## src/sv/nce_pkg.sv

```systemverilog
`default_nettype none
// ---------------------------------------------------------------------------
// nce_pkg: shared types and constants of the neighbour cell enumerator
// Grid limits, field widths, offset codes, register map and the record
// that passes from the front end to the back end through the queue.
// ---------------------------------------------------------------------------
package nce_pkg;

  localparam int MAX_CELLS_PER_AXIS = 64;

  // Field widths fixed by the interface.
  localparam int CFG_W  = 7;
  localparam int CELL_W = 18;
  localparam int CNT_W  = 5;

  // Widths that follow from the grid limit.
  localparam int AXIS_W  = $clog2(MAX_CELLS_PER_AXIS + 1);
  localparam int COORD_W = $clog2(MAX_CELLS_PER_AXIS);
  localparam int PLANE_W = $clog2(MAX_CELLS_PER_AXIS * MAX_CELLS_PER_AXIS + 1);
  localparam int VOL_W   = $clog2(MAX_CELLS_PER_AXIS * MAX_CELLS_PER_AXIS
                                  * MAX_CELLS_PER_AXIS + 1);

  // Divider: bits of quotient retired per cycle and cycles per division.
  localparam int DIV_BITS  = 3;
  localparam int DIV_STEPS = (CELL_W + DIV_BITS - 1) / DIV_BITS;
  localparam int DIV_CNT_W = $clog2(DIV_STEPS);
  localparam int REM_W     = AXIS_W;

  // Queue between front and back end.
  localparam int QDEPTH = 2;

  // Configuration port.
  localparam int ADDR_W = 4;
  localparam int DATA_W = 32;
  localparam logic [1:0] REG_CELLS_X     = 2'd0;
  localparam logic [1:0] REG_CELLS_Y     = 2'd1;
  localparam logic [1:0] REG_CELLS_Z     = 2'd2;
  localparam logic [1:0] REG_WRAP_ENABLE = 2'd3;

  // Offset codes along one axis.
  typedef logic [1:0] off_t;
  localparam off_t OFF_NEG  = 2'd0;
  localparam off_t OFF_ZERO = 2'd1;
  localparam off_t OFF_POS  = 2'd2;

  typedef enum logic [2:0] {
    F_IDLE,
    F_DIVX,
    F_DIVY,
    F_DIVZ,
    F_MUL1,
    F_MUL2,
    F_PUSH
  } front_state_t;

  // One classified request: the partial linear index of each axis for each
  // offset, the range of offsets to visit on each axis, and the result count.
  typedef struct packed {
    logic [2:0][COORD_W-1:0] xt;
    logic [2:0][CELL_W-1:0]  yt;
    logic [2:0][CELL_W-1:0]  zt;
    off_t [2:0]              ostart;
    off_t [2:0]              oend;
    logic [CNT_W-1:0]        total;
  } entry_t;

  // Clamp a raw axis size into the supported range.
  function automatic logic [AXIS_W-1:0] sat_axis(input logic [CFG_W-1:0] v);
    logic [AXIS_W-1:0] r;
    if (v == '0) r = AXIS_W'(1);
    else if (v > CFG_W'(MAX_CELLS_PER_AXIS)) r = AXIS_W'(MAX_CELLS_PER_AXIS);
    else r = AXIS_W'(v);
    return r;
  endfunction

endpackage
`default_nettype wire

```

## src/sv/neighbor_cell_enumerator_3d.sv

```systemverilog
`default_nettype none
// Neighbour cell enumerator for a 3-D cell grid. Each request carries a
// linear cell index; the block answers with the indices of the cells at
// offsets -1..+1 on each axis (x outermost, z innermost, centre included),
// one result per cycle while the receiver does not stall, the last result
// marked and carrying the count. With wrap_enable set, off-grid neighbours
// wrap round the grid; with it clear they are skipped; a single-cell grid
// gives the centre alone. The back end delivers one result per cycle while
// out_stall is low. The front end classifies a request by three serial
// divisions through one shared divider retiring three quotient bits a
// cycle, two multiply stages and a queue write that waits while the queue
// is full. A new request is taken while the last is still in progress, and
// a two-entry queue plus a holding register keep both ends busy. The grid
// size registers must only be written while no request is in flight.
// ---------------------------------------------------------------------------
// neighbor_cell_enumerator_3d: top level
// Configuration registers, front end, request queue and back end.
// ---------------------------------------------------------------------------
module neighbor_cell_enumerator_3d (
  input  wire logic                        clk,
  input  wire logic                        rst,
  input  wire logic                        psel,
  input  wire logic                        penable,
  input  wire logic                        pwrite,
  input  wire logic [nce_pkg::ADDR_W-1:0]  paddr,
  input  wire logic [nce_pkg::DATA_W-1:0]  pwdata,
  output logic      [nce_pkg::DATA_W-1:0]  prdata,
  output logic                             pready,
  input  wire logic                        in_valid,
  output logic                             in_stall,
  input  wire logic [nce_pkg::CELL_W-1:0]  cell_index,
  output logic                             out_valid,
  input  wire logic                        out_stall,
  output logic      [nce_pkg::CELL_W-1:0]  neighbor_cell,
  output logic      [nce_pkg::CNT_W-1:0]   position,
  output logic                             final_res,
  output logic      [nce_pkg::CNT_W-1:0]   total
);
  import nce_pkg::*;

  logic [CFG_W-1:0] cells_x, cells_y, cells_z;
  logic             wrap_enable;
  logic             wr_en;

  logic   q_push, q_pop, q_full, q_empty;
  entry_t q_wdata, q_head;

  assign pready = 1'b1;
  assign wr_en  = psel && penable && pwrite && pready;

  always_ff @(posedge clk) begin
    if (rst) begin
      cells_x     <= CFG_W'(1);
      cells_y     <= CFG_W'(1);
      cells_z     <= CFG_W'(1);
      wrap_enable <= 1'b1;
    end else if (wr_en) begin
      unique case (paddr[3:2])
        REG_CELLS_X:     cells_x     <= pwdata[CFG_W-1:0];
        REG_CELLS_Y:     cells_y     <= pwdata[CFG_W-1:0];
        REG_CELLS_Z:     cells_z     <= pwdata[CFG_W-1:0];
        REG_WRAP_ENABLE: wrap_enable <= pwdata[0];
        default: ;
      endcase
    end
  end

  always_comb begin
    unique case (paddr[3:2])
      REG_CELLS_X:     prdata = DATA_W'(cells_x);
      REG_CELLS_Y:     prdata = DATA_W'(cells_y);
      REG_CELLS_Z:     prdata = DATA_W'(cells_z);
      REG_WRAP_ENABLE: prdata = DATA_W'(wrap_enable);
      default:         prdata = '0;
    endcase
  end

  nce_front u_front (
    .clk         (clk),
    .rst         (rst),
    .in_valid    (in_valid),
    .in_stall    (in_stall),
    .cell_index  (cell_index),
    .cells_x     (cells_x),
    .cells_y     (cells_y),
    .cells_z     (cells_z),
    .wrap_enable (wrap_enable),
    .q_full      (q_full),
    .q_push      (q_push),
    .q_wdata     (q_wdata)
  );

  nce_queue u_queue (
    .clk   (clk),
    .rst   (rst),
    .push  (q_push),
    .wdata (q_wdata),
    .full  (q_full),
    .pop   (q_pop),
    .head  (q_head),
    .empty (q_empty)
  );

  nce_back u_back (
    .clk           (clk),
    .rst           (rst),
    .head          (q_head),
    .q_empty       (q_empty),
    .q_pop         (q_pop),
    .out_valid     (out_valid),
    .out_stall     (out_stall),
    .neighbor_cell (neighbor_cell),
    .position      (position),
    .final_res     (final_res),
    .total         (total)
  );

endmodule
`default_nettype wire

```

## src/sv/nce_div.sv

```systemverilog
`default_nettype none
// ---------------------------------------------------------------------------
// nce_div: iterative unsigned divider
// Restoring division of an index by an axis size, several quotient bits per
// cycle; quotient and remainder stay valid from done until the next start.
// ---------------------------------------------------------------------------
module nce_div (
  input  wire logic                       clk,
  input  wire logic                       rst,
  input  wire logic                       start,
  input  wire logic [nce_pkg::CELL_W-1:0] dividend,
  input  wire logic [nce_pkg::AXIS_W-1:0] divisor,
  output logic                            done,
  output logic [nce_pkg::CELL_W-1:0]      quot,
  output logic [nce_pkg::COORD_W-1:0]     rem_out
);
  import nce_pkg::*;

  logic                 busy;
  logic [DIV_CNT_W-1:0] cnt;
  logic [CELL_W-1:0]    acc;
  logic [REM_W-1:0]     rem;
  logic [AXIS_W-1:0]    dvs;
  logic [CELL_W-1:0]    acc_next;
  logic [REM_W-1:0]     rem_next;

  always_comb begin
    acc_next = acc;
    rem_next = rem;
    for (int s = 0; s < DIV_BITS; s++) begin
      rem_next = {rem_next[REM_W-2:0], acc_next[CELL_W-1]};
      acc_next = {acc_next[CELL_W-2:0], 1'b0};
      if (rem_next >= REM_W'(dvs)) begin
        rem_next    = rem_next - REM_W'(dvs);
        acc_next[0] = 1'b1;
      end
    end
  end

  always_ff @(posedge clk) begin
    if (rst) begin
      busy <= 1'b0;
      done <= 1'b0;
      cnt  <= '0;
    end else begin
      done <= 1'b0;
      if (start) begin
        busy <= 1'b1;
        cnt  <= '0;
      end else if (busy) begin
        cnt <= cnt + 1'b1;
        if (cnt == DIV_CNT_W'(DIV_STEPS - 1)) begin
          busy <= 1'b0;
          done <= 1'b1;
        end
      end
    end
  end

  always_ff @(posedge clk) begin
    if (start) begin
      acc <= dividend;
      rem <= '0;
      dvs <= divisor;
    end else if (busy) begin
      acc <= acc_next;
      rem <= rem_next;
    end
  end

  assign quot    = acc;
  assign rem_out = COORD_W'(rem);

  a_rem_below_divisor: assert property (@(posedge clk) disable iff (rst)
    done |-> (rem < REM_W'(dvs)))
    else $error("divider remainder not below divisor");

endmodule
`default_nettype wire

```

## src/sv/nce_front.sv

```systemverilog
`default_nettype none
// ---------------------------------------------------------------------------
// nce_front: request intake and classification
// Splits a linear index into grid coordinates, works out the partial index
// terms for every offset and the offset range per axis, and queues them.
// ---------------------------------------------------------------------------
module nce_front (
  input  wire logic                       clk,
  input  wire logic                       rst,
  input  wire logic                       in_valid,
  output logic                            in_stall,
  input  wire logic [nce_pkg::CELL_W-1:0] cell_index,
  input  wire logic [nce_pkg::CFG_W-1:0]  cells_x,
  input  wire logic [nce_pkg::CFG_W-1:0]  cells_y,
  input  wire logic [nce_pkg::CFG_W-1:0]  cells_z,
  input  wire logic                       wrap_enable,
  input  wire logic                       q_full,
  output logic                            q_push,
  output nce_pkg::entry_t                 q_wdata
);
  import nce_pkg::*;

  front_state_t state, state_next;

  logic              hold_valid;
  logic              hold_take;
  logic [CELL_W-1:0] hold_index;

  logic              div_start;
  logic              div_done;
  logic [CELL_W-1:0] div_dividend;
  logic [AXIS_W-1:0] div_divisor;
  logic [CELL_W-1:0] div_quot;
  logic [COORD_W-1:0] div_rem;

  logic [AXIS_W-1:0]  n0, n1, n2;
  logic [AXIS_W-1:0]  n0m1, n1m1, n2m1;
  logic               single;
  logic [COORD_W-1:0] x, y, z;
  logic [PLANE_W-1:0] n01;
  logic [PLANE_W-1:0] y0n;
  logic [CELL_W-1:0]  z0n;
  logic [VOL_W-1:0]   nall;

  logic               lo_x, hi_x, lo_y, hi_y, lo_z, hi_z;
  logic [1:0]         cnt_x, cnt_y, cnt_z;

  assign n0     = sat_axis(cells_x);
  assign n1     = sat_axis(cells_y);
  assign n2     = sat_axis(cells_z);
  assign n0m1   = n0 - 1'b1;
  assign n1m1   = n1 - 1'b1;
  assign n2m1   = n2 - 1'b1;
  assign single = (n0 == AXIS_W'(1)) && (n1 == AXIS_W'(1)) && (n2 == AXIS_W'(1));

  // A one-deep holding register takes the next request while the current
  // one is still being decomposed.
  assign in_stall = hold_valid;

  nce_div u_div (
    .clk      (clk),
    .rst      (rst),
    .start    (div_start),
    .dividend (div_dividend),
    .divisor  (div_divisor),
    .done     (div_done),
    .quot     (div_quot),
    .rem_out  (div_rem)
  );

  always_ff @(posedge clk) begin
    if (rst) begin
      state      <= F_IDLE;
      hold_valid <= 1'b0;
    end else begin
      state <= state_next;
      if (in_valid && !hold_valid) hold_valid <= 1'b1;
      else if (hold_take) hold_valid <= 1'b0;
    end
  end

  always_comb begin
    state_next   = state;
    div_start    = 1'b0;
    div_dividend = hold_index;
    div_divisor  = n0;
    q_push       = 1'b0;
    hold_take    = 1'b0;
    unique case (state)
      F_IDLE: begin
        if (hold_valid) begin
          div_start  = 1'b1;
          hold_take  = 1'b1;
          state_next = F_DIVX;
        end
      end
      F_DIVX: begin
        div_dividend = div_quot;
        div_divisor  = n1;
        if (div_done) begin
          div_start  = 1'b1;
          state_next = F_DIVY;
        end
      end
      F_DIVY: begin
        div_dividend = div_quot;
        div_divisor  = n2;
        if (div_done) begin
          div_start  = 1'b1;
          state_next = F_DIVZ;
        end
      end
      F_DIVZ: begin
        if (div_done) state_next = F_MUL1;
      end
      F_MUL1: state_next = F_MUL2;
      F_MUL2: state_next = F_PUSH;
      F_PUSH: begin
        if (!q_full) begin
          q_push     = 1'b1;
          state_next = F_IDLE;
        end
      end
      default: state_next = F_IDLE;
    endcase
  end

  always_ff @(posedge clk) begin
    if (in_valid && !hold_valid) hold_index <= cell_index;
    if (div_done && state == F_DIVX) x <= div_rem;
    if (div_done && state == F_DIVY) y <= div_rem;
    if (div_done && state == F_DIVZ) z <= div_rem;
    if (state == F_MUL1) begin
      n01 <= PLANE_W'(PLANE_W'(n0) * PLANE_W'(n1));
      y0n <= PLANE_W'(PLANE_W'(y) * PLANE_W'(n0));
    end
    if (state == F_MUL2) begin
      z0n  <= CELL_W'(CELL_W'(z) * CELL_W'(n01));
      nall <= VOL_W'(VOL_W'(n2) * VOL_W'(n01));
    end
  end

  // Offsets that leave the grid are visited only with wrap enabled; a
  // single-cell grid visits the centre alone.
  assign lo_x  = !single && (wrap_enable || x != '0);
  assign hi_x  = !single && (wrap_enable || AXIS_W'(x) != n0m1);
  assign lo_y  = !single && (wrap_enable || y != '0);
  assign hi_y  = !single && (wrap_enable || AXIS_W'(y) != n1m1);
  assign lo_z  = !single && (wrap_enable || z != '0);
  assign hi_z  = !single && (wrap_enable || AXIS_W'(z) != n2m1);
  assign cnt_x = 2'd1 + {1'b0, lo_x} + {1'b0, hi_x};
  assign cnt_y = 2'd1 + {1'b0, lo_y} + {1'b0, hi_y};
  assign cnt_z = 2'd1 + {1'b0, lo_z} + {1'b0, hi_z};

  always_comb begin
    q_wdata = '0;

    q_wdata.xt[OFF_NEG]  = (x == '0) ? COORD_W'(n0m1) : x - 1'b1;
    q_wdata.xt[OFF_ZERO] = x;
    q_wdata.xt[OFF_POS]  = (AXIS_W'(x) == n0m1) ? '0 : x + 1'b1;

    q_wdata.yt[OFF_NEG]  = (y == '0) ? CELL_W'(n01) - CELL_W'(n0)
                                     : CELL_W'(y0n) - CELL_W'(n0);
    q_wdata.yt[OFF_ZERO] = CELL_W'(y0n);
    q_wdata.yt[OFF_POS]  = (AXIS_W'(y) == n1m1) ? '0 : CELL_W'(y0n) + CELL_W'(n0);

    q_wdata.zt[OFF_NEG]  = (z == '0) ? CELL_W'(nall - VOL_W'(n01))
                                     : z0n - CELL_W'(n01);
    q_wdata.zt[OFF_ZERO] = z0n;
    q_wdata.zt[OFF_POS]  = (AXIS_W'(z) == n2m1) ? '0 : z0n + CELL_W'(n01);

    q_wdata.ostart[0] = lo_x ? OFF_NEG : OFF_ZERO;
    q_wdata.ostart[1] = lo_y ? OFF_NEG : OFF_ZERO;
    q_wdata.ostart[2] = lo_z ? OFF_NEG : OFF_ZERO;
    q_wdata.oend[0]   = hi_x ? OFF_POS : OFF_ZERO;
    q_wdata.oend[1]   = hi_y ? OFF_POS : OFF_ZERO;
    q_wdata.oend[2]   = hi_z ? OFF_POS : OFF_ZERO;

    q_wdata.total = CNT_W'(CNT_W'(cnt_x) * CNT_W'(cnt_y) * CNT_W'(cnt_z));
  end

endmodule
`default_nettype wire

```

## src/sv/nce_queue.sv

```systemverilog
`default_nettype none
// ---------------------------------------------------------------------------
// nce_queue: short request queue
// Holds classified requests between the front end and the back end so that
// each side can stall on its own.
// ---------------------------------------------------------------------------
module nce_queue (
  input  wire logic            clk,
  input  wire logic            rst,
  input  wire logic            push,
  input  wire nce_pkg::entry_t wdata,
  output logic                 full,
  input  wire logic            pop,
  output nce_pkg::entry_t      head,
  output logic                 empty
);
  import nce_pkg::*;

  localparam int PTR_W = (QDEPTH > 1) ? $clog2(QDEPTH) : 1;
  localparam int CNT_Q = $clog2(QDEPTH + 1);

  entry_t             mem [QDEPTH];
  logic [PTR_W-1:0]   wptr, rptr;
  logic [CNT_Q-1:0]   count;

  assign full  = (count == CNT_Q'(QDEPTH));
  assign empty = (count == '0);
  assign head  = mem[rptr];

  always_ff @(posedge clk) begin
    if (rst) begin
      wptr  <= '0;
      rptr  <= '0;
      count <= '0;
    end else begin
      if (push) wptr <= (wptr == PTR_W'(QDEPTH - 1)) ? '0 : wptr + 1'b1;
      if (pop)  rptr <= (rptr == PTR_W'(QDEPTH - 1)) ? '0 : rptr + 1'b1;
      if (push && !pop) count <= count + 1'b1;
      else if (pop && !push) count <= count - 1'b1;
    end
  end

  always_ff @(posedge clk) begin
    if (push) mem[wptr] <= wdata;
  end

  a_no_push_full: assert property (@(posedge clk) disable iff (rst)
    push |-> (!full || pop))
    else $error("request queue written while full");

  a_no_pop_empty: assert property (@(posedge clk) disable iff (rst)
    pop |-> !empty)
    else $error("request queue read while empty");

endmodule
`default_nettype wire

```

## src/sv/nce_back.sv

```systemverilog
`default_nettype none
// ---------------------------------------------------------------------------
// nce_back: neighbour emission
// Walks the offset ranges of the request at the head of the queue, x
// outermost, z innermost, and emits one neighbour index per cycle unless stalled.
// ---------------------------------------------------------------------------
module nce_back (
  input  wire logic                        clk,
  input  wire logic                        rst,
  input  wire nce_pkg::entry_t             head,
  input  wire logic                        q_empty,
  output logic                             q_pop,
  output logic                             out_valid,
  input  wire logic                        out_stall,
  output logic [nce_pkg::CELL_W-1:0]       neighbor_cell,
  output logic [nce_pkg::CNT_W-1:0]        position,
  output logic                             final_res,
  output logic [nce_pkg::CNT_W-1:0]        total
);
  import nce_pkg::*;

  logic             active;
  off_t             i, j, k;
  logic [CNT_W-1:0] pos;

  off_t             cur_i, cur_j, cur_k;
  off_t             i_next, j_next, k_next;
  logic [CNT_W-1:0] cur_pos;
  logic             last;
  logic             emit;

  // At the start of a request the walk begins at the range start directly,
  // so the walk of a request follows straight on from the one before.
  assign cur_i   = active ? i : head.ostart[0];
  assign cur_j   = active ? j : head.ostart[1];
  assign cur_k   = active ? k : head.ostart[2];
  assign cur_pos = active ? pos : '0;

  assign last = (cur_i == head.oend[0]) && (cur_j == head.oend[1]) &&
                (cur_k == head.oend[2]);
  assign emit  = !q_empty && (!out_valid || !out_stall);
  assign q_pop = emit && last;

  always_comb begin
    i_next = cur_i;
    j_next = cur_j;
    k_next = cur_k;
    if (cur_k != head.oend[2]) begin
      k_next = cur_k + 1'b1;
    end else begin
      k_next = head.ostart[2];
      if (cur_j != head.oend[1]) begin
        j_next = cur_j + 1'b1;
      end else begin
        j_next = head.ostart[1];
        i_next = cur_i + 1'b1;
      end
    end
  end

  always_ff @(posedge clk) begin
    if (rst) begin
      active    <= 1'b0;
      out_valid <= 1'b0;
    end else begin
      if (emit) begin
        out_valid <= 1'b1;
        active    <= !last;
      end else if (!out_stall) begin
        out_valid <= 1'b0;
      end
    end
  end

  always_ff @(posedge clk) begin
    if (emit) begin
      i             <= i_next;
      j             <= j_next;
      k             <= k_next;
      pos           <= cur_pos + 1'b1;
      neighbor_cell <= CELL_W'(head.xt[cur_i]) + head.yt[cur_j] + head.zt[cur_k];
      position      <= cur_pos;
      final_res     <= last;
      total         <= last ? head.total : '0;
    end
  end

  a_total_on_last: assert property (@(posedge clk) disable iff (rst)
    (out_valid && final_res) |-> (total == position + 1'b1))
    else $error("count on last result does not match its position");

  a_total_zero: assert property (@(posedge clk) disable iff (rst)
    (out_valid && !final_res) |-> (total == '0))
    else $error("count given on a result that is not the last");

endmodule
`default_nettype wire

```

## config.mk

```make
export PLATFORM = sky130hd
export DESIGN_NAME = neighbor_cell_enumerator_3d
export DESIGN_NICKNAME = d
export VERILOG_FILES = /design/src/sv/nce_pkg.sv /design/src/sv/neighbor_cell_enumerator_3d.sv /design/src/sv/nce_div.sv /design/src/sv/nce_front.sv /design/src/sv/nce_queue.sv /design/src/sv/nce_back.sv
export SDC_FILE = /design/constraint.sdc
export NUM_CORES = 1
export LEC_CHECK = 0
export BUFFER_PORTS_ARGS = -buffer_cell sky130_fd_sc_hd__buf_2
export CORE_UTILIZATION = 35
export CTS_CLUSTER_DIAMETER = 40
export DETAILED_ROUTE_END_ITERATION = 16
export PLACE_DENSITY_LB_ADDON = 0.25
export SLEW_MARGIN = 20
export SYNTH_ARGS = -nofsm -noshare
export SYNTH_HDL_FRONTEND = slang
export SYNTH_HIERARCHICAL = 1
export SYNTH_SLANG_ARGS = --single-unit
```

## constraint.sdc

```tcl
create_clock -name clk -period 18.8 [get_ports clk]
set_input_delay 0.94 -clock clk [delete_from_list [all_inputs] [get_ports clk]]
set_output_delay 0.94 -clock clk [all_outputs]
set_load 0.05 [all_outputs]
```

Yosys cells after proc, flatten, opt, wreduce, memory -nomap -nowiden
Memory sizes are Yosys's and may differ from the RTL's. A register that Yosys moved wholly into a read port is not among the register bits.
Index checks and enable logic that the tools add are counted.
W data, S select, Z words.
Word-level totals
  flip-flop bits (word level): 206
  RAM bits: 270
  input bits: 61
  output and inout port bits: 64
  word-level logic and storage cells: 244
  memories: 1
Memory list
  u_queue.mem: depth 2, bits a word 135, rd ports 1, clocked after memory_dff 1, write ports 1, RTL line nce_queue.sv:22  | entry_t mem [QDEPTH];
Operators by class
  add/subtract/negate cells: 31
  $mul: 6
  $lt $le $gt $ge: 9
  eq/ne operators: 32
  mux-type cells: 72
  bitwise logic cells: 1
  reduce and logical (&&, ||, !) cells: 59
Operators by type and width (count)
  $mux W18: 9
  $pmux W32 S4: 1
  $bmux W18 S2: 2
  $mux W7: 6
  $mux W6: 6
  $sub A18 B13 Y18: 2
  $sub A13 B7 Y14: 2
  $mux W2: 13
  $mux W1: 25
  $eq A6 B7 Y1: 3
  $eq A7 B1 Y1 const B: 3
  $ge A7 B7 Y1: 3
  $gt A7 B7 Y1 const B: 3
  $logic_not A7 Y1: 3
  $ne A6 B7 Y1: 3
  $pmux W3 S7: 1
  $sub A7 B1 Y7 const B: 3
  $logic_and A1 B1 Y1: 20
  $add A18 B13 Y18: 1
  $add A18 B18 Y18: 1
  $add A6 B18 Y18: 1
  $logic_not A6 Y1: 3
  $mul A6 B13 Y18: 1
  $mul A7 B13 Y18: 1
  other kinds (41): 94

Logic depth before layout (Yosys ltp)
Gate-level depths: netlist of the first run.
  depth after elaboration: 12
  gate-level depth with buffers: 22
  depth with buffers taken out: 21

By module
The synthesis of the first run kept the hierarchy.
Modules (own cells, without submodules)
  nce_front: instances 1, cells an instance 1724, area an instance 15298.4 um^2, sequential area each 3022.9 um^2
  nce_queue: instances 1, cells an instance 467, area an instance 10802.9 um^2, sequential area each 8688.3 um^2
  nce_back: instances 1, cells an instance 383, area an instance 3647.2 um^2, sequential area each 1241.2 um^2
  nce_div: instances 1, cells an instance 236, area an instance 2507.4 um^2, sequential area each 970.9 um^2
  neighbor_cell_enumerator_3d: instances 1, cells an instance 133, area an instance 1258.7 um^2, sequential area each 440.4 um^2

Worst setup path before layout of the first run
OpenSTA, ideal clock, no wires.
  path type: flip-flop to flip-flop
  start: register u_front.state[0]
  end: memory u_queue/mem[0][0] in the netlist's numbering (enable)
  setup time: 0.664 ns
  arrival time: 7.165 ns
  required time: 18.136 ns
  setup slack: 10.970 ns
  stages on the path, launching flop included: 5
  buffers on the path: 1
  clock period less this slack: 7.830 ns
  cells stage by stage: dfxtp_1 -> nor2b_1 -> clkbuf_1 -> and3_1 -> nor2b_1
Between the ends
  longest elaborated chain between the ends: 4
RTL lines
  from (decl): RTL line nce_front.sv:23  | front_state_t state, state_next;
  from (signal assigned): RTL line nce_front.sv:76  | state <= state_next;
  $eq A3 B3 Y1: RTL line nce_front.sv:89  | unique case (state)
  $mux W1: RTL line nce_front.sv:89
  net q_push: RTL line neighbor_cell_enumerator_3d.sv:45  | logic q_push, q_pop, q_full, q_empty;
  $mux W1: RTL line nce_queue.sv:44  | if (push) mem[wptr] <= wdata;
  $mux W1 (not written as such): RTL line nce_queue.sv:44
  to (decl): RTL line nce_queue.sv:22
The timed path passes the listed nets, and every way through them passes these cells.

Final worst setup path of the first run
  start: register cells_z[1]
  end: register u_front.nall[16], data pin
Between the ends
  longest elaborated chain between the ends: 4
  elaborated cells between the ends (all ways): 5
  classes of those cells: 1 x mul; 1 x order compare; 2 x mux; 1 x reduce/logical
RTL lines
  from (decl): RTL line neighbor_cell_enumerator_3d.sv:41  | logic [CFG_W-1:0] cells_x, cells_y, cells_z;
  from (signal assigned): RTL line neighbor_cell_enumerator_3d.sv:61  | REG_CELLS_Z: cells_z <= pwdata[CFG_W-1:0];
  $gt A7 B7 Y1: RTL line nce_pkg.sv:71  | else if (v > CFG_W'(MAX_CELLS_PER_AXIS)) r = AXIS_W'(MAX_CELLS_PER_AXIS);
  $mux W7: RTL line nce_pkg.sv:71
  $mux W7 (*): RTL line nce_pkg.sv:70  | if (v == '0) r = AXIS_W'(1);
  $mul A7 B13 Y18 (*): RTL line nce_front.sv:139  | nall <= VOL_W'(VOL_W'(n2) * VOL_W'(n01));
  to (signal assigned): RTL line nce_front.sv:139
  to (decl): RTL line nce_front.sv:43  | logic [VOL_W-1:0] nall;
Mark *: on every way between the ends. The rest lies on a longest branch, timed or not.
A chain may end at the register's enable or synchronous reset.

==> impl_results.md, run 1 <==
- I/O Pins: about 130
- Max Buffers Root-to-Sink: 3
- Final Skew: between 20 and 30 ps
- Avg WL per Cell: between 15 and 20 um
- Fin cells: around 4400
- Synth area leaders: edfxtp_1, fa_1, ha_1, mux2_2, mux2_4
- Crit Path Max Fanout: 12
- Vias in the first global route: 21560
- Status: completed
- Filler Cell Count: slightly above 9000
- Netlist cell types: 93
- YS warnings: 6
- First-pass GRT wire length: 122700 um
- Setup ws final: around 13000 ps
- Post-route cell area: approximately 0.038 mm^2
- Final net count: between 3000 and 4000
- Via density: ~5
- RSZ-0062 raised after global routing: no
- Max-Cap Viols: 0
- Least-Margin Pin Slew: between 1000 and 1500 ps
- Critical path startpoint category: flop
- Reg2reg setup slack: around 13000 ps
- CP max stage delay: 720 ps
- Int Pwr: about 2.4 mW
- Fin. Hold Viols: 0
- Worst path slowest cell: nor2b_1
- Seq/Total Area, Yosys: 42.86%
- Synth top area share: 40.23%
- Gate Count Post-Synth: 2943
- CTS Root Buffer Type: clkbuf_16
- Logic pwr share: between 15 and 20%
- Num CTS Buffers: 90
- CP cell instances: nor2b_1 > inv_1 > nor2_1 > fa_1 > fa_1 > fa_1 > inv_1 > fa_1 > inv_1 > ha_1 > nand2_1 > o31ai_1 > a21oi_1 > o21ai_0 > or4_1 > nand4_1
- Sequential share of power: approximately 37%
- Place WS: around 13000 ps
- Final Critical Period: between 6000 and 7000 ps
- Sw Pwr: about 0.89 mW
- Worst EP arrival: 6380 ps
- Power density over cell area: between 80 and 90 mW/mm^2
- CTS resizes: 0
- Largest net degree at the start of global routing: ~140
- DP Cell Count: 4190
- Leakage: roughly 16 nW
- HPWL after DPL: 55500 um
- Share of layout cells above drive strength 1: ~16%
- Final-report max-slew violation count: 0
- Period utilization: 32.31%
- Clock transition at path regs: 50 ps
- Area Overhead vs Synth: 13.35%
- Core Region: around 0.095 mm^2
- Hold Crit Class: input port to flop
- Prevailing post-synth register cell: edfxtp_1
- Congestion Overflow GR: 0
- Total Wirelength: approximately 80000 um
- Die area: around 0.097 mm^2
- Hold Crit Depth: 1
- Postcts setup bufs: 0
- 1st-iter DRT viols: about 1100
- Final-report setup violation count: 0
- H-tree Lvls: 3
- CTS tree: done
- Post-synth top area cell: edfxtp_1
- Worst hold slack: just under 500 ps
- Max VDD drop: 0.00007713 V
- Number of enable flip-flop cells after synthesis: 449
- Chip height: between 300 and 400 um
- Initial Util: 35.33%
- FF-to-FF path depth: 16
- Setup crit end kind: flop
- Drt pass-1 iters: 5
- Tot Pwr: 3.329 mW
- Die X: between 300 and 400 um
- Final core utilization: 40.04%
- WP data required: 19110 ps
- Most common cell after layout, fill and taps aside: edfxtp_1
- Post-synthesis register bit count: 493
- Switching part of the total power: 26.65%
- Vias post-DR: 21270
- Fmax: approximately 160 MHz
- Fraction of registers with async set/reset: 0%
- Clock sink total: 493
- Hold buffers post-CTS: 0
- Placer Congestion: ~0.8
- Worst setup path class: flop to flop
- DP Area: 0.03503 mm^2
- Slew margin rel.: 29.39%
- Post-Syn Area: between 0.03 and 0.04 mm^2
- Number of port buffers: a little over 70
- Tot GR Track Use: about 16%
- Post-DRT Antenna Nets: 0
- Skew-Pair Late Insertion Delay: between 600 and 700 ps
- Clock network fraction of total power: a little under half
- FP Rows: approximately 110
- Initial antenna violation count: 2
- Setup TNS: 0 ps
- Most frequent cells in the layout: edfxtp_1, inv_1, nand2_1
- Top cell by count, worst path: fa_1
- DRC violations left: 0
- Synth Area per Inst: around 11 um^2
flip-flops by register name (all words and copies together), names as in the netlist, 3 cells and up, named ones only:
register and flops:
u_front/y 6, u_front/z 6, u_front/nall 18, u_front/y0n 13, u_back/position 5, u_back/neighbor_cell 18
u_back/pos 5, u_back/total 5, u_queue/mem 286, u_front/z0n 18, cells_z 7, u_front/x 6
u_front/u_div/rem 6, u_front/n01 13, u_front/hold_index 18, u_front/u_div/quot 18, u_front/u_div/cnt 3, u_front/u_div/dvs 7
u_front/state 3, cells_x 7, cells_y 7
power groups by stage:
stage,clock network (mW),registers (mW),logic [mW]
final,1.56,1.24,0.524
after global routing,1.64,1.25,0.592
after detailed placement,0,1.26,0.526
after floorplan,0,1.25,0.426
after global placement,0,1.26,0.525
after CTS,1.60,1.24,0.531
final timing paths:
kind	startpoint	endpoint
max	cells_z[1]$_SDFFE_PP0P_	u_front/nall[16]$_DFFE_PN_
min	cell_index[11]	u_front/hold_index[11]$_DFFE_PP_
max reg2reg	cells_z[1]$_SDFFE_PP0P_	u_front/nall[16]$_DFFE_PN_
min reg2reg	u_back/out_valid$_SDFFE_PP0P_	u_back/out_valid$_SDFFE_PP0P_
worst max-delay path: cells and delay by family (launching register included):
family	cells	cell delay, ps
adders and majority gates	5	2240
and+or+nand+nor	5	1420
AOI/OAI and AO/OA	3	1070
buffers and inverters	3	600
DFF	1	410
cell usage after synthesis (all sizes together) (10+ instances only):
master and instances:
o22ai 10, nand2 245, nand2b 45, xnor2 108
a31oi 14, nand3 17, o21a 12, inv 247
a21o 45, o211ai 10, nor2b 47, mux2 201
xor2 57, nand4 15, fa 156, nor2 190
dfxtp 44, or3 10, o21bai 19, a211oi 16
edfxtp 449, o21ai 110, nor3 37, buf 85
and2 116, a21oi 136, clkbuf 78, ha 215
mux2i 82
logic make-up (layout without fill, tap and decap cells):
logic type	count (synthesis)	after routing	share of synthesized area (%)
simple gates	777	777	11.36
other cells	3	39	0.03360
fa+ha+maj	371	371	17.34
buf+inv	413	525	5.518
mux	284	284	10.19
xor+xnor	165	165	4.312
flops	493	493	42.86
compound gates	437	437	8.381
layer usage:
layer / track usage (%) / wire (um)
met5: 0 / 9
met3: 2.369 / 2763
met2: 26.67 / 36230
met4: 5.161 / 1901
met1: 21.76 / 36820
layout make-up:
class / instances / area [um^2] / share of cell area (%)
clock inverter: 59 / 618.1 / 1.627
sequential: 493 / 14370 / 37.82
clock buffer: 106 / 2332 / 6.139
multi-input combinational: 2072 / 17490 / 46.03
inverter: 250 / 938.4 / 2.470
antenna: 1 / 2.502 / 0.006587
tap: 1265 / 1583 / 4.167
timing repair buffer: 110 / 660.6 / 1.739
No activity file was read; power rests on OpenSTA's default activity.
==> inputs of run 2 (changes only) <==
--- a/config.mk
+++ b/config.mk
@@ -5,6 +5,7 @@
 export SDC_FILE = /design/constraint.sdc
 export NUM_CORES = 1
 export LEC_CHECK = 0
+export ABC_AREA = 1
 export BUFFER_PORTS_ARGS = -buffer_cell sky130_fd_sc_hd__buf_2
 export CORE_UTILIZATION = 35
 export CTS_CLUSTER_DIAMETER = 40
==> constraint.sdc (replaced) <==
create_clock -name clk -period 5.4 [get_ports clk]
set_input_delay 0.27 -clock clk [delete_from_list [all_inputs] [get_ports clk]]
set_output_delay 0.27 -clock clk [all_outputs]
set_load 0.05 [all_outputs]
==> run 2 against run 1 <==
Synthesized area barely moved. Sequential cell count did not move. The run now ends with design-rule violations left. Non-clock buffer count rose by 60. Count of clock-buffer cells in the layout fell by 11. Highest routed layer unchanged. Clock power rose to 3.7 times the previous value. Clock skew rose by 16 ps. Largest power group unchanged. Register-to-register slack got worse by 12000 ps. First-iteration DRC count rose by 43%.
==> impl_results.md, run 2 <==
- Status: complete, but fails checks
- Failing checks: design-rule violations
- Met1 Use GR: 22.28% (+0.52 points)
- Max reg flops: 286 (unchanged)
- Max VDD drop: 0.0002794 V (+260%)
- Number of enable flip-flop cells after synthesis: 449 (unchanged)
- Fmax: 199.6 MHz (+21%)
- Switching part of the total power: 29.89% (+3.2 points)
- Avg WL per Cell: 16.87 um (-5.5%)
- Filler Cell Count: 9346 (+2.0%)
- Prevailing post-synth register cell: edfxtp_1
- CTS resizes: 0 (unchanged)
- Final-report setup violation count: 0 (unchanged)
- Total Wirelength: 82920 um (+6.7%)
- Chip height: 311.5 um (about the same)
- Tot Pwr: 12.67 mW (+280%)
- N_diodes: 0 (-1)
- Top reg by flops: u_queue/mem
- Most frequent cells in the layout: nand2_1, edfxtp_1, inv_1
- Most common library cells after synthesis: nand2_1, edfxtp_1, inv_1, nor2_1, ha_1
- Final core utilization: 40.85% (+0.80 points)
- Tot GR Track Use: 17.38% (+1.2 points)
- Final Critical Period: 5010 ps (-1065 ps)
- Area Overhead vs Synth: 15.60%
- Die X: 311.5 um (about the same)
- First-pass GRT wire length: 131600 um (+7.2%)
- 1st-iter DRT viols: 1521 (+43%)
- Skew-Pair Late Insertion Delay: 650 ps (+20 ps)
- YS warnings: 6 (unchanged)
- WP data required: 5750 ps (-13360 ps)
- GRT met3 Usage: 2.862% (+0.49 points)
- Setup crit end kind: flop
- Max-Cap Viols: 0 (unchanged)
- CP cell instances: inv_1 > nor2_1 > buf_4 > nand2_1 > fa_1 > fa_1 > inv_1 > fa_1 > inv_1 > fa_1 > inv_1 > ha_1 > nand2_1 > nand2_1 > a21oi_1 > o21ai_0 > a21boi_0 > o21ai_0 > nand2_1 > nand2_1 > xor2_1
- Post-DRT Antenna Nets: 0 (unchanged)
- Seq/Total Area, Yosys: 42.85% (about the same)
- RSZ-0062 raised after global routing: no
- Least-Margin Pin Slew: 882.7 ps (-176.5 ps)
- Fraction of registers with async set/reset: 0% (unchanged)
- Core Region: 0.09487 mm^2 (unchanged)
- Met2 GRT Util: 29.53% (+2.9 points)
- Int Pwr: 8.880 mW (+260%)
- Share of layout cells above drive strength 1: 14.76% (-1.7 points)
- Logic pwr share: 19.5% (+3.8 points)
- CTS tree: done
- Num CTS Buffers: 88 (-2.2%)
- Post-synthesis register bit count: 493 (unchanged)
- Clock transition at path regs: 50 ps (about the same)
- Clock sink total: 493 (unchanged)
- Fin. Hold Viols: 0 (unchanged)
- Buf/Inv on CP: 5 (+2)
- GR peak layer: met2
- FP Rows: 113 (unchanged)
- I/O Pins: 125 (unchanged)
- Leakage: 17.25 nW (+11%)
- Clock network fraction of total power: 45.3% (-1.6 points)
- Most common cell in the netlist: nand2_1
- Largest net degree at the start of global routing: 97 (-33%)
- Period utilization: 92.77% (+60 points)
- Final Skew: 43.70 ps (+15.70 ps)
- Via density: 4.757 (-2.6%)
- Worst path slowest cell: fa_1
- Gate Count Post-Synth: 3419 (+16%)
- Final net count: 4009 (+16%)
- CTS Root Buffer Type: clkbuf_16
- Initial antenna violation count: 3 (+1)
- Sw Pwr: 3.786 mW (+330%)
- CP max stage delay: 490 ps (-230 ps)
- Crit Path Max Fanout: 6 (-6)
- Worst EP arrival: 5360 ps (-1020 ps)
- Sequential share of power: 35.2% (-2.2 points)
- Post-Syn Area: 0.03352 mm^2 (about the same)
- Final-report max-slew violation count: 0 (unchanged)
- Power density over cell area: 326.9 mW/mm^2 (+270%)
- Synth area leaders: edfxtp_1, fa_1, nand2_1, ha_1, inv_1
- Max Buffers Root-to-Sink: 3 (unchanged)
- Reg2reg setup slack: 390 ps (-12330 ps)
- Synth Area per Inst: 9.804 um^2 (-14%)
- HPWL after DPL: 61360 um (+11%)
- Vias in the first global route: 23600 (+9.5%)
- Top cell by count, worst path: nand2_1
- Netlist cell types: 64 (-31%)
- Die area: 0.09702 mm^2 (about the same)
- H-tree Lvls: 3 (unchanged)
- Hold Crit Class: input port to flop
- Number of port buffers: 71 (unchanged)
- Vias post-DR: 23380 (+9.9%)
- Post-synth top area cell: edfxtp_1
- DRC violations left: 2 (+2)
- Worst setup path class: flop to flop
- Synth top area share: 40.22% (about the same)
- Initial Util: 35.33% (about the same)
- Drt pass-1 iters: 11 (+6)
- Crit path max-delay family: adder cells
- Setup TNS: 0 ps (unchanged)
- Most common cell after layout, fill and taps aside: nand2_1
- Congestion Overflow GR: 0 (unchanged)
- Slew margin rel.: 40.94% (+12 points)
- Critical path startpoint category: flop
- Placer Congestion: 0.8561 (+7.1%)
run 2: through the flow:
step / std cells / hold WS (ps) / setup slack [ps] / instance area [um^2]
3_3_place_gp: 4726 / 447.1 / 432.3 / 35380
2_1_floorplan: 3454 / 339.1 / 57.63 / 33650
6_report: 4916 / 34.50 / 390.4 / 38750
4_1_cts: 4916 / 7.951 / 383.8 / 38750
3_5_place_dp: 4726 / 448.1 / 424.9 / 35380
5_1_grt: 4916 / 55.45 / 74.02 / 38750
run 2: metal layers:
metal  part of all wire, %  wire length [um]
met1                    45             37130
met2                    48             39650
met3                   4.3              3564
met4                   3.1              2538
met5                 0.049                41
run 2: path summary, 6_finish.rpt:
kind	start	endpoint	cells after the start
hold reg to reg	u_front/u_div/cnt[2]$_SDFFE_PP0P_	u_front/u_div/done$_SDFF_PP0_	2
setup / recovery	cells_z[5]$_SDFFE_PP0P_	u_front/nall[15]$_DFFE_PN_	21
setup reg to reg	cells_z[5]$_SDFFE_PP0P_	u_front/nall[15]$_DFFE_PN_	21
hold / removal	rst	flop	2
run 2: timing repair:
| action | 4_1_cts | 5_1_grt |
|---|---|---|
| setup endpoints to repair | 0 | 0 |
| buffers inserted | 0 | 0 |
| hold buffers | 26 | 0 |
| hold endpoints to repair | 34 | 0 |
run 2: final cells by class:
type                            instances  area, um^2  area share (%)
Clock buffer                           95        2291           5.912
Clock inverter                         69       820.8           2.118
Inverter                              459        1730           4.465
Multi-Input combinational cell       2365       16760           43.24
Sequential cell                       493       14370           37.08
Tap cell                             1265        1583           4.084
Timing Repair Buffer                  170        1201           3.100
run 2: power by group through the flow:
stage / combinational, mW / sequential [mW] / clock, mW
after CTS: 2.48 / 4.46 / 5.85
after floorplan: 1.95 / 4.48 / 0
after detailed placement: 2.46 / 4.53 / 0
final: 2.47 / 4.46 / 5.73
after global routing: 2.82 / 4.47 / 6.01
after global placement: 2.44 / 4.53 / 0
run 2: logic make-up (layout without fill, tap and decap cells):
group                      after synthesis  after routing  share of synthesized area (%)
AOI/OAI and AO/OA                      331            331                          5.640
xor gates and xnor gates               155            155                          4.173
adders and majority gates              371            371                          17.34
buffers and inverters                  596            793                          7.648
DFF                                    493            493                          42.85
muxes                                  144            144                          5.618
other                                    3             38                        0.03359
and+or+nand+nor                       1326           1326                          16.70
==> inputs of run 3 (changes only) <==
--- a/config.mk
+++ b/config.mk
@@ -7,12 +7,11 @@
 export LEC_CHECK = 0
 export ABC_AREA = 1
 export BUFFER_PORTS_ARGS = -buffer_cell sky130_fd_sc_hd__buf_2
-export CORE_UTILIZATION = 35
+export CORE_UTILIZATION = 45
 export CTS_CLUSTER_DIAMETER = 40
 export DETAILED_ROUTE_END_ITERATION = 16
 export PLACE_DENSITY_LB_ADDON = 0.25
 export SLEW_MARGIN = 20
 export SYNTH_ARGS = -nofsm -noshare
 export SYNTH_HDL_FRONTEND = slang
-export SYNTH_HIERARCHICAL = 1
 export SYNTH_SLANG_ARGS = --single-unit
==> run 3 against run 2 <==
Clock power decreased by 18%. Total power up 5.0%. Global-route usage increased by 4.7 points. The run now ends clean. Worst hold slack improved by 45 ps. Register-to-register slack better by 40 ps. Highest routed layer is now met4. Synthesized cell count shrank 0.79%. Sequential share of layout area grew 0.71 points. Worst setup slack better by 40 ps. Critical endpoint is now u_front.nall[17]$_DFFE_PN_.
==> impl_results.md, run 3 <==
- Status: completed
- Area Overhead vs Synth: 13.78%
- Fin. Hold Viols: 0 (unchanged)
- Max VDD drop: 0.0005492 V (+97%)
- Gate Count Post-Synth: 3392 (-0.79%)
- Number of enable flip-flop cells after synthesis: 417 (-7.1%)
- First-pass GRT wire length: 121100 um (-8.0%)
- Largest net degree at the start of global routing: 109 (+12%)
- Total Wirelength: 77420 um (-6.6%)
- CP cell instances: inv_2 > nand2_2 > inv_2 > nand2_1 > fa_1 > fa_1 > inv_1 > fa_1 > inv_1 > fa_1 > inv_1 > ha_1 > a21oi_1 > a21boi_0 > o21ai_0 > nand3_1 > nand2_1 > xor2_1
- Setup crit end kind: flop
- Most common library cells after synthesis: nand2_1, inv_1, edfxtp_1, nor2_1, ha_1
- Clock sink total: 461 (-6.5%)
- H-tree Lvls: 3 (unchanged)
- CTS resizes: 0 (unchanged)
- Most common cell in the netlist: nand2_1
- Hold Crit Depth: 3 (+1)
- Int Pwr: 8.774 mW (-1.2%)
- Final net count: 3961 (-1.2%)
- Avg WL per Cell: 17.14 um (+1.6%)
- Setup TNS: 0 ps (unchanged)
- Via density: 5.177 (+8.8%)
- N_diodes: 0 (unchanged)
- Die X: 265.2 um (-15%)
- Worst path slowest cell: fa_1
- Prevailing post-synth register cell: edfxtp_1
- Post-DRT Antenna Nets: 0 (unchanged)
- Vias post-DR: 23380 (unchanged)
- Reg2reg setup slack: 430 ps (+40 ps)
- Netlist cell types: 56 (-13%)
- Critical R2R Capture: u_front.nall[17]$_DFFE_PN_
- DRC violations left: 0 (-2)
- Fmax: 201.2 MHz (+0.81%)
- Crit path capture: u_front.nall[17]$_DFFE_PN_
- Power density over cell area: 375.0 mW/mm^2 (+15%)
- Post-Syn Area: 0.03118 mm^2 (-7.0%)
- Final-report max-slew violation count: 0 (unchanged)
- Clock network fraction of total power: 35.4% (-9.9 points)
- I/O Pins: 125 (unchanged)
- Max-Cap Viols: 0 (unchanged)
- Post-synthesis register bit count: 461 (-6.5%)
- Beginning of the critical path: cells_z[6]$_SDFFE_PP0P_
- Slew margin rel.: 16.96% (-24 points)
- Post-synth top area cell: edfxtp_1
- Number of port buffers: 71 (unchanged)
- Critical path startpoint category: flop
- Crit Path Max Fanout: 12 (+6)
- WP data required: 5720 ps (-30 ps)
- Postcts setup bufs: 0 (unchanged)
- Placer Congestion: 0.9236 (+7.9%)
- FP Rows: 96 (-15%)
- Initial antenna violation count: 0 (-3)
- FF-to-FF path depth: 18 (-14%)
- Seq/Total Area, Yosys: 42.98% (+0.13 points)
- Num CTS Buffers: 72 (-18%)
- CTS tree: done
- Synth Area per Inst: 9.193 um^2 (-6.2%)
- HPWL after DPL: 56980 um (-7.1%)
- Chip height: 265.2 um (-15%)
- YS warnings: 0 (-6)
- Sw Pwr: 4.529 mW (+20%)
- Hold Crit Class: input port to flop
- Period utilization: 92.02% (-0.75 points)
- Reg2reg start: cells_z[6]$_SDFFE_PP0P_
- Fraction of registers with async set/reset: 0% (unchanged)
- Synth top area share: 40.16% (-0.064 points)
- Most common cell after layout, fill and taps aside: nand2_1
- Synth area leaders: edfxtp_1, fa_1, nand2_1, ha_1, inv_1
- Least-Margin Pin Slew: 1233 ps (+349.9 ps)
- Final core utilization: 51.73% (+11 points)
- Sequential share of power: 33.9% (-1.3 points)
- RSZ-0062 raised after global routing: no
- Most frequent cells in the layout: nand2_1, inv_1, edfxtp_1
- Die area: 0.07035 mm^2 (-27%)
- Clock transition at path regs: 60 ps (about the same)
- Top reg by flops: u_queue.mem
- Share of layout cells above drive strength 1: 8.756% (-6.0 points)
- Initial Util: 45.46% (+10 points)
- Congestion Overflow GR: 0 (unchanged)
- Skew-Pair Late Insertion Delay: 620 ps (-30 ps)
- CTS Root Buffer Type: clkbuf_16
- Switching part of the total power: 34.05% (+4.2 points)
- Final Skew: 39.39 ps (-4.309 ps)
- CP max stage delay: 530 ps (+40 ps)
- Max reg flops: 254 (-11%)
- Leakage: 16.01 nW (-7.2%)
- 1st-iter DRT viols: 1746 (+15%)
- Top cell by count, worst path: fa_1
- Drt pass-1 iters: 5 (-6)
- Final-report setup violation count: 0 (unchanged)
- Vias in the first global route: 22130 (-6.2%)
- Worst hold slack: 79.98 ps (+45.48 ps)
- Logic pwr share: 30.7% (+11 points)
- Worst setup path class: flop to flop
- Max Buffers Root-to-Sink: 3 (unchanged)
- Tot GR Track Use: 22.07% (+4.7 points)
- Final Critical Period: 4969 ps (-40.33 ps)
- Core Region: 0.06859 mm^2 (-28%)
- Worst EP arrival: 5290 ps (-70 ps)
-- run 3: changes by cell type after synthesis, sizes merged, moves of 23 or more --
cell / change
buf: -27
edfxtp: -32
mux2: -143
nand2: +28
nor2: -32
o21ai: +47
o22ai: +23
-- run 3: worst max-delay path, delay by kind of cell (launching register included) --
kind,cells,cell delay (ps)
buf+inv,5,490
simple gates,4,520
flops,1,310
fa+ha+maj,5,2390
compound gates,3,830
xor+xnor,1,140
-- run 3: worst min path at each step --
stage                         startpoint                                to  slack (ps)
after global placement     cell_index[6]   u_front.hold_index[6]$_DFFE_PP_         450
after floorplan                      rst     u_back.out_valid$_SDFFE_PP0P_         340
after CTS                       paddr[3]          wrap_enable$_SDFFE_PP1P_          50
final                           paddr[3]          wrap_enable$_SDFFE_PP1P_          80
after global routing            paddr[3]          wrap_enable$_SDFFE_PP1P_          90
after detailed placement  cell_index[11]  u_front.hold_index[11]$_DFFE_PP_         450
-- run 3: final cells by class --
class / count / area, um^2
fill: 6173 / 33110
clock inverter: 51 / 636.9
clock buffer: 81 / 1867
tap: 931 / 1165
timing repair buffer: 167 / 1171
multi-input combinational: 2355 / 15460
inverter: 471 / 1770
sequential: 461 / 13410
-- run 3: cell families (layout without fill, tap and decap cells) --
logic type / count (synthesis) / after routing / share of synthesized area (%)
adders and majority gates: 372 / 372 / 18.68
buffers and inverters: 600 / 770 / 7.781
xor gates and xnor gates: 149 / 149 / 4.185
muxes: 14 / 14 / 0.4494
and+or+nand+nor: 1330 / 1330 / 17.30
other: 2 / 26 / 0.02409
DFF: 461 / 461 / 42.98
AOI/OAI and AO/OA: 464 / 464 / 8.591
-- run 3: repair_timing --
action | CTS | global route
hold endpoints to repair | 37 | 0
setup endpoints to repair | 0 | 0
hold buffers | 28 | 0
-- run 3: through the flow --
stage               setup slack (ps)  cell area (um^2)  total power [mW]  cells
floorplan                      588.8             31280             7.585   3416
global placement               517.3             32690             8.586   4357
detailed placement             458.0             32690             8.631   4357
CTS                            428.2             35480             13.38   4517
global route                   125.9             35480             14.08   4517
finish                         430.7             35480             13.30   4517
-- run 3: per-layer routing --
| layer | track usage (%) | part of all wire [%] | up-vias |
|---|---|---|---|
| met2 | 36.60 | 48 | 645 |
| met5 | 0 | 0 | - |
| met1 | 29.61 | 44 | 11170 |
| met3 | 3.027 | 5.0 | 149 |
| li1 | - | - | 11420 |
| met4 | 7.780 | 3.3 | 0 |
-- run 3: power groups by stage --
| stage | sequential, mW | combinational [mW] | clock (mW) |
|---|---|---|---|
| 2_1_floorplan | 4.58 | 3.00 | 0 |
| 3_3_place_gp | 4.57 | 4.01 | 0 |
| 3_5_place_dp | 4.58 | 4.05 | 0 |
| 4_1_cts | 4.51 | 4.09 | 4.78 |
| 5_1_grt | 4.53 | 4.61 | 4.94 |
| 6_report | 4.51 | 4.09 | 4.71 |
